### config.mk
export PLATFORM = sky130hd
export DESIGN_NAME = running_median_filter_flat
export DESIGN_NICKNAME = d
export VERILOG_FILES = /design/src/hdl/rmf_pkg.sv /design/src/hdl/rmf_if.sv /design/src/hdl/rmf_cell.sv /design/src/hdl/rmf_delay_line.sv /design/src/hdl/running_median_filter.sv /design/src/flat_wrapper.sv
export SDC_FILE = /design/constraint.sdc
export NUM_CORES = 1
export LEC_CHECK = 0
export ABC_AREA = 1
export BUFFER_PORTS_ARGS = -buffer_cell sky130_fd_sc_hd__buf_4
export CORE_ASPECT_RATIO = 2
export CORE_MARGIN = 2
export CORE_UTILIZATION = 60
export CTS_CLUSTER_DIAMETER = 150
export DETAILED_ROUTE_END_ITERATION = 8
export PLACE_DENSITY = 0.77
export RECOVER_POWER = 100
export SETUP_SLACK_MARGIN = 0.02
export SYNTH_ARGS = -nofsm -noshare
export SYNTH_HDL_FRONTEND = slang
export SYNTH_SLANG_ARGS = --single-unit
### constraint.sdc
create_clock -name clk -period 4.64 [get_ports clk]
set_input_delay 0.232 -clock clk [delete_from_list [all_inputs] [get_ports clk]]
set_output_delay 0.232 -clock clk [all_outputs]
set_load 0.02 [all_outputs]
### src/hdl/rmf_pkg.sv
// Shared types and constants for the running median filter.
// Depends on nothing; every other file of the block refers to it by scoped names.
`timescale 1ns / 1ps

package rmf_pkg;

    localparam int SAMPLE_W       = 16;
    localparam int WINDOW_DEFAULT = 9;

    typedef logic [SAMPLE_W-1:0] sample_t;

    // What one cell shows its neighbours in the sorted row.
    typedef struct packed {
        sample_t value;      // stored sample, zero while the cell is empty
        logic    keep_above; // stored sample ranks at or above the incoming one
        logic    past_rem;   // stored sample is at or below the evicted one
    } cell_link_t;

endpackage

### src/hdl/rmf_if.sv
// Valid/ready channel interfaces for the running median filter.
// Depends on rmf_pkg for the sample type.
`timescale 1ns / 1ps

interface rmf_sample_if;
    logic             valid;
    logic             ready;
    rmf_pkg::sample_t sample;

    modport source (output valid, output sample, input ready);
    modport sink   (input valid, input sample, output ready);
endinterface

interface rmf_median_if;
    logic             valid;
    logic             ready;
    rmf_pkg::sample_t median_value;

    modport source (output valid, output median_value, input ready);
    modport sink   (input valid, input median_value, output ready);
endinterface

### src/hdl/rmf_cell.sv
// One cell of the sorted sample row: holds one sample and reorders with its neighbours.
// Depends on rmf_pkg for the sample and link types.
`timescale 1ns / 1ps

module rmf_cell (
    input  logic                clk,
    input  logic                rst_n,
    input  logic                shift_en,
    input  rmf_pkg::sample_t    new_sample,
    input  rmf_pkg::sample_t    old_sample,
    input  rmf_pkg::cell_link_t prev_link,
    input  rmf_pkg::cell_link_t next_link,
    output rmf_pkg::cell_link_t link
);

    rmf_pkg::sample_t value_reg;
    rmf_pkg::sample_t value_next;
    logic             keep_above;
    logic             past_rem;
    logic             first_rem;
    rmf_pkg::sample_t from_above;

    assign keep_above = (value_reg >= new_sample);
    assign past_rem   = (value_reg <= old_sample);
    // The topmost cell holding the evicted value is the one that leaves the row.
    assign first_rem  = past_rem && !prev_link.past_rem;
    // Where the row opens downwards, the new sample lands in the gap below the cell above.
    assign from_above = prev_link.keep_above ? new_sample : prev_link.value;

    always_comb
    begin
        case ({keep_above, past_rem})
            2'b10:   value_next = value_reg;
            2'b00:   value_next = from_above;
            2'b11:   value_next = next_link.keep_above ? next_link.value : new_sample;
            2'b01:   value_next = first_rem ? from_above : value_reg;
            default: value_next = value_reg;
        endcase
    end

    always_ff @(posedge clk or negedge rst_n)
    begin
        if (!rst_n)
        begin
            value_reg <= '0;
        end
        else if (shift_en)
        begin
            value_reg <= value_next;
        end
    end

    assign link = '{value: value_reg, keep_above: keep_above, past_rem: past_rem};

endmodule

### src/hdl/rmf_delay_line.sv
// Arrival-order shift line that yields the sample about to leave the window.
// Depends on rmf_pkg for the sample type.
`timescale 1ns / 1ps

module rmf_delay_line #(
    parameter int DEPTH = rmf_pkg::WINDOW_DEFAULT
) (
    input  logic             clk,
    input  logic             shift_en,
    input  rmf_pkg::sample_t din,
    output rmf_pkg::sample_t dout
);

    rmf_pkg::sample_t tap_reg [DEPTH];

    always_ff @(posedge clk)
    begin
        if (shift_en)
        begin
            tap_reg[0] <= din;
            for (int i = 1; i < DEPTH; i++)
            begin
                tap_reg[i] <= tap_reg[i-1];
            end
        end
    end

    assign dout = tap_reg[DEPTH-1];

endmodule

### src/hdl/running_median_filter.sv
// Running median filter: top level with the sorted cell row, eviction line and output register.
// Depends on rmf_pkg, rmf_if, rmf_cell and rmf_delay_line.
`timescale 1ns / 1ps

// The filter takes one 16-bit unsigned sample per word and returns one word per sample: the
// median of the last WINDOW samples (the lower median when the count held is even), counting
// only the samples seen since reset while the window fills. A sample of zero is taken as one,
// so a result is never zero. The samples are kept in descending order in a row of WINDOW cells;
// each accepted word evicts the oldest sample, once the window is full, and inserts the new one
// across the whole row at the edge that accepts it, every cell deciding from its two neighbours
// alone. The result is held pending and is picked from the row into the output register when
// that register is free or is being emptied. The block sustains one word per cycle while the
// output is taken. The sample that leaves the window comes from a WINDOW-deep shift line in
// arrival order. No clearing pass is needed after reset.

module running_median_filter #(
    parameter int WINDOW = rmf_pkg::WINDOW_DEFAULT
) (
    input  logic                clk,
    input  logic                rst_n,
    rmf_sample_if.sink          sample_ch,
    rmf_median_if.source        median_ch
);

    localparam int FILL_W = $clog2(WINDOW + 1);
    localparam int IDX_W  = $clog2(WINDOW);

    // Handshake and bookkeeping registers.
    logic               pend_reg;
    logic               pend_next;
    logic               out_valid_reg;
    logic               out_valid_next;
    logic [FILL_W-1:0]  fill_reg;
    logic [FILL_W-1:0]  fill_next;
    rmf_pkg::sample_t   median_reg;

    logic               accept;
    logic               pend_load;
    logic               full;
    logic [IDX_W-1:0]   med_idx;
    rmf_pkg::sample_t   new_sample;
    rmf_pkg::sample_t   line_out;
    rmf_pkg::sample_t   old_sample;

    rmf_pkg::cell_link_t link     [WINDOW];
    rmf_pkg::sample_t    cell_val [WINDOW];

    // A pending result moves into the output register whenever that register is free or
    // is being emptied; a new word may be taken in the same cycle.
    assign pend_load       = pend_reg && (!out_valid_reg || median_ch.ready);
    assign sample_ch.ready = !pend_reg || pend_load;
    assign accept          = sample_ch.valid && sample_ch.ready;

    // Zero is reserved for empty cells, so a zero sample is raised to one.
    assign new_sample = (sample_ch.sample == '0) ? rmf_pkg::SAMPLE_W'(1) : sample_ch.sample;

    // Until the window is full nothing is evicted: an evicted value of zero makes the first
    // empty cell the one that opens, which appends the sample to the valid part of the row.
    assign full       = (fill_reg == FILL_W'(WINDOW));
    assign old_sample = full ? line_out : '0;

    rmf_delay_line #(
        .DEPTH (WINDOW)
    ) u_line (
        .clk      (clk),
        .shift_en (accept),
        .din      (new_sample),
        .dout     (line_out)
    );

    // The sorted row, largest sample in cell zero. The ends see fixed neighbours: above the
    // first cell everything ranks high and nothing is evicted, below the last cell the
    // opposite holds.
    for (genvar i = 0; i < WINDOW; i++)
    begin : g_cell
        rmf_pkg::cell_link_t prev_link;
        rmf_pkg::cell_link_t next_link;

        if (i == 0)
        begin : g_top
            assign prev_link = '{value: '0, keep_above: 1'b1, past_rem: 1'b0};
        end
        else
        begin : g_mid_top
            assign prev_link = link[i-1];
        end

        if (i == WINDOW - 1)
        begin : g_bottom
            assign next_link = '{value: '0, keep_above: 1'b0, past_rem: 1'b1};
        end
        else
        begin : g_mid_bottom
            assign next_link = link[i+1];
        end

        rmf_cell u_cell (
            .clk        (clk),
            .rst_n      (rst_n),
            .shift_en   (accept),
            .new_sample (new_sample),
            .old_sample (old_sample),
            .prev_link  (prev_link),
            .next_link  (next_link),
            .link       (link[i])
        );

        assign cell_val[i] = link[i].value;
    end

    // With k samples held the median sits at index floor(k/2) from the top.
    assign med_idx = IDX_W'(fill_reg >> 1);

    always_comb
    begin
        fill_next      = fill_reg;
        pend_next      = pend_reg;
        out_valid_next = out_valid_reg;

        if (accept && !full)
        begin
            fill_next = fill_reg + FILL_W'(1);
        end

        if (pend_load)
        begin
            out_valid_next = 1'b1;
        end
        else if (median_ch.ready)
        begin
            out_valid_next = 1'b0;
        end

        if (accept)
        begin
            pend_next = 1'b1;
        end
        else if (pend_load)
        begin
            pend_next = 1'b0;
        end
    end

    always_ff @(posedge clk or negedge rst_n)
    begin
        if (!rst_n)
        begin
            fill_reg      <= '0;
            pend_reg      <= 1'b0;
            out_valid_reg <= 1'b0;
        end
        else
        begin
            fill_reg      <= fill_next;
            pend_reg      <= pend_next;
            out_valid_reg <= out_valid_next;
        end
    end

    // The row and fill count already reflect the pending word when it is loaded.
    always_ff @(posedge clk)
    begin
        if (pend_load)
        begin
            median_reg <= cell_val[med_idx];
        end
    end

    assign median_ch.valid        = out_valid_reg;
    assign median_ch.median_value = median_reg;

endmodule

### src/flat_wrapper.sv
// flat-port wrapper written by rule: the top's interface ports become plain ports
module running_median_filter_flat 
#(
    parameter int WINDOW = rmf_pkg::WINDOW_DEFAULT
)
  (clk, rst_n, sample_ch_valid, sample_ch_sample, sample_ch_ready, median_ch_valid, median_ch_median_value, median_ch_ready);
  rmf_sample_if sample_ch_i ();
  rmf_median_if median_ch_i ();
  input  logic clk;
  input  logic rst_n;
  input wire logic [$bits(sample_ch_i.valid)-1:0] sample_ch_valid;
  input wire logic [$bits(sample_ch_i.sample)-1:0] sample_ch_sample;
  output wire logic [$bits(sample_ch_i.ready)-1:0] sample_ch_ready;
  output wire logic [$bits(median_ch_i.valid)-1:0] median_ch_valid;
  output wire logic [$bits(median_ch_i.median_value)-1:0] median_ch_median_value;
  input wire logic [$bits(median_ch_i.ready)-1:0] median_ch_ready;
  assign sample_ch_i.valid = sample_ch_valid;
  assign sample_ch_i.sample = sample_ch_sample;
  assign sample_ch_ready = sample_ch_i.ready;
  assign median_ch_valid = median_ch_i.valid;
  assign median_ch_median_value = median_ch_i.median_value;
  assign median_ch_i.ready = median_ch_ready;
  running_median_filter #(.WINDOW(WINDOW)) u_core (.clk(clk), .rst_n(rst_n), .sample_ch(sample_ch_i), .median_ch(median_ch_i));
endmodule
==> reports/results.tsv <==
metric	value	unit
worst endpoint data arrival time	4850	ps
vias per cell	5.989	
crit-path cells	dlygate4sd3_1 -> clkbuf_1 -> clkinv_1 -> nand4_1 -> nor2_1 -> buf_4 -> a21oi_4 -> inv_2 -> ha_1 -> nand2_1 -> nand3_1 -> nand2_1 -> nand2_1 -> nand2_1 -> nand2_1 -> a21oi_1 -> nand3_1 -> nand2_1 -> nor2_4 -> buf_12 -> nand2_1 -> nand2_1	
RSZ-0062 raised after global routing	false	
simple-gate share of the synthesized area	0.3617	
Buffers on Ports	37	
min cycle time layout	4368	ps
commonest cells in the netlist	1463 x nand2_1, 335 x nand3_1, 290 x ha_1	
Cells after DPL	3778	
Async S/R FF share, synth	0.4839	
Reg2Reg Depth	20	
main flop type after synthesis	edfxtp_1	
Root Driver	clkbuf_16	
cell with the most instances after synthesis	nand2_1	
worst-path fanout max	16	
# resized after CTS	0	
sequential fraction of the synthesis area	0.3521	
Fmax	229.0	MHz
leakage power	13.32	nW
diode count	0	
hold path depth	5	
register area	8559	um^2
Die H	288.7	um
largest family of logic cells by synthesized area	simple AND/OR/NAND/NOR gates	
Hold Path Class	input pin to flop	
total gr overflow	0	
DP Wirelength	59930	um
nets	3607	
top-area cell type share of the netlist area	0.2259	
Final Cycle Share	0.9413	
Max-Cap Viols	3	
PwrDens	773.7	nW/um^2
Post-Synthesis Cells	3294	
drt wl/cell	21.36	um
reg-to-reg critical path endpoint	u_core.g_cell[5].u_cell.value_reg[1]	
Critical Path Source Type	input pin	
Area growth syn-to-layout	6.815	%
peak supply drop	476.5	uV
via count	23060	
worst path required time	5120	ps
Syn Nets	3604	
share of cells above drive strength 1	0.07018	
final core occ	0.6479	
# fillers	3650	
number of synthesized flops with an enable pin	160	
Final Instance Count excl. Fillers	3850	
Most common cell on crit path	nand2_1	
Final Slew Violations	232	
first-pass GRT wire length	125900	um
Max-slew headroom	-0.9187	
largest net degree at the start of global routing	151	
post-route setup TNS	0	ps
DRC violations left	0	
CTS H-tree lvls	1	
area fraction in compound gates after synthesis	0.06753	
CP max stage cell	clkbuf_1	
DRT Wirelength	82220	um
Synth Area in Adders	0.1493	
hold_buf cts	17	
CTS Buffer Depth	3	
area of the multi-input gates	14050	um^2
actual slew at the worst max-slew pin	2878	ps
setup slack, reg-to-reg	640	ps
dpl cell area	24980	um^2
CTS Buf Count	30	
Yosys cell types	44	
Setup Skew	19.89	ps
post-synthesis xor/xnor area fraction	0.001081	
area leader, netlist	nand2_1	
initial antenna violation count	0	
Die X	146.3	um
Final setup viols	0	
most area-consuming cells after synthesis	nand2_1 23%, edfxtp_1 20%, dfrtp_1 15%, ha_1 15%, nand3_1 6.9%	
vias in the first global route	23390	
Clock Latency Late Sink	610	ps
Antenna Nets Post-Route	0	
# IOs	38	
number of synthesized register bits	310	
Final Cell Area	25960	um^2
cell area after synthesis	24310	um^2
CP Capture Type	flop	
failing checks	max-capacitance violations, max-slew violations	
gr usage total	0.3884	
clock transition at the registers of the reported paths	70	ps
Syn Area/Cell	7.380	um^2
WS Path Type	input pin to flop	
reg-to-reg startpoint	u_core.fill_reg[1]	
post-synthesis mux area share	0	
max incr delay on CP	700	ps
GP Congestion	1.031	
YS warnings	0	
Initial Util	0.6065	
outcome	finished with violations	
worst hold path endpoint	u_core.g_cell[0].u_cell.value_reg[0]	
# rows	104	
DRT iter0 DRCs	1777	
core area	40080	um^2
Hold Fails Final Rpt	0	
clock sinks	310	
die area	42240	um^2
drt first pass iters	6	
TritonCTS clock tree	built	
Hold Path Origin	sample_ch_sample[0]	
Post CTS Setup Buffer Count	0	
Pwr Total	0.02009	W
[critical path, delay by kind of cell]
family | cells | cell delay [ps]
AOI/OAI and AO/OA | 2 | 790
adders and majority gates | 1 | 340
and+or+nand+nor | 13 | 1350
buffers and inverters | 6 | 2120
[layout by cell type (no fill, tap or decap), types with 24 or more instances in the layout]
master,netlist,routed
clkbuf_1,64,35
a21oi_1,182,183
ha_1,290,290
nand2_1,1463,1469
nand3_1,335,339
nor2_1,79,79
inv_1,179,180
buf_4,17,66
edfxtp_1,160,160
o21ai_0,78,78
clkbuf_16,0,31
nand4_1,24,24
dfrtp_1,150,149
[logic make-up after synthesis]
family / after synthesis
simple gates: 2018
buf+inv: 367
flops: 310
compound gates: 306
fa+ha+maj: 290
xor+xnor: 3
[how the worst max path moves through the flow]
stage	start	end	slack [ps]	cells past startpoint
CTS	u_core.fill_reg[1]	u_core.g_cell[5].u_cell.value_reg[1]	820	20
global route	sample_ch_sample[8]	u_core.g_cell[6].u_cell.value_reg[6]	240	22
global placement	u_core.fill_reg[1]	u_core.g_cell[5].u_cell.value_reg[14]	970	21
finish	sample_ch_sample[10]	u_core.g_cell[6].u_cell.value_reg[7]	270	22
detailed placement	u_core.fill_reg[1]	u_core.g_cell[5].u_cell.value_reg[1]	860	20
floorplan	u_core.fill_reg[1]	u_core.g_cell[8].u_cell.value_reg[10]	1340	20
[final cells by class]
cell class | instances | area share
repair buffers | 121 | 0.03229
inverters | 217 | 0.03233
well taps | 530 | 0.02554
clock inverters | 23 | 0.009204
flip-flops and latches | 310 | 0.3297
multi-input cells | 2617 | 0.5410
clock buffers | 32 | 0.03002
[power breakdown]
group	total, W	switching (W)	internal, W
logic	0.0126	0.00857	0.00398
clock network	0.00261	0.00124	0.00137
registers	0.00492	0.00113	0.00379
total	0.0201	0.0109	0.00915
[per-stage QoR]
stage / worst slack (ps) / hold slack (ps)
floorplan: 1338 / -63.59
global placement: 968.5 / 400.2
detailed placement: 857.0 / 404.5
CTS: 823.3 / 75.56
global route: 239.3 / 109.8
finish: 272.5 / 92.35
[routing by layer]
metal  wire length (um)  share of wire  track usage
met3               4908          0.060      0.04297
met1              27410           0.33       0.3901
met4               9417           0.11       0.4012
met2              40490           0.49       0.6783
met5                  0              0            0
(Power assumes the default switching activity.)
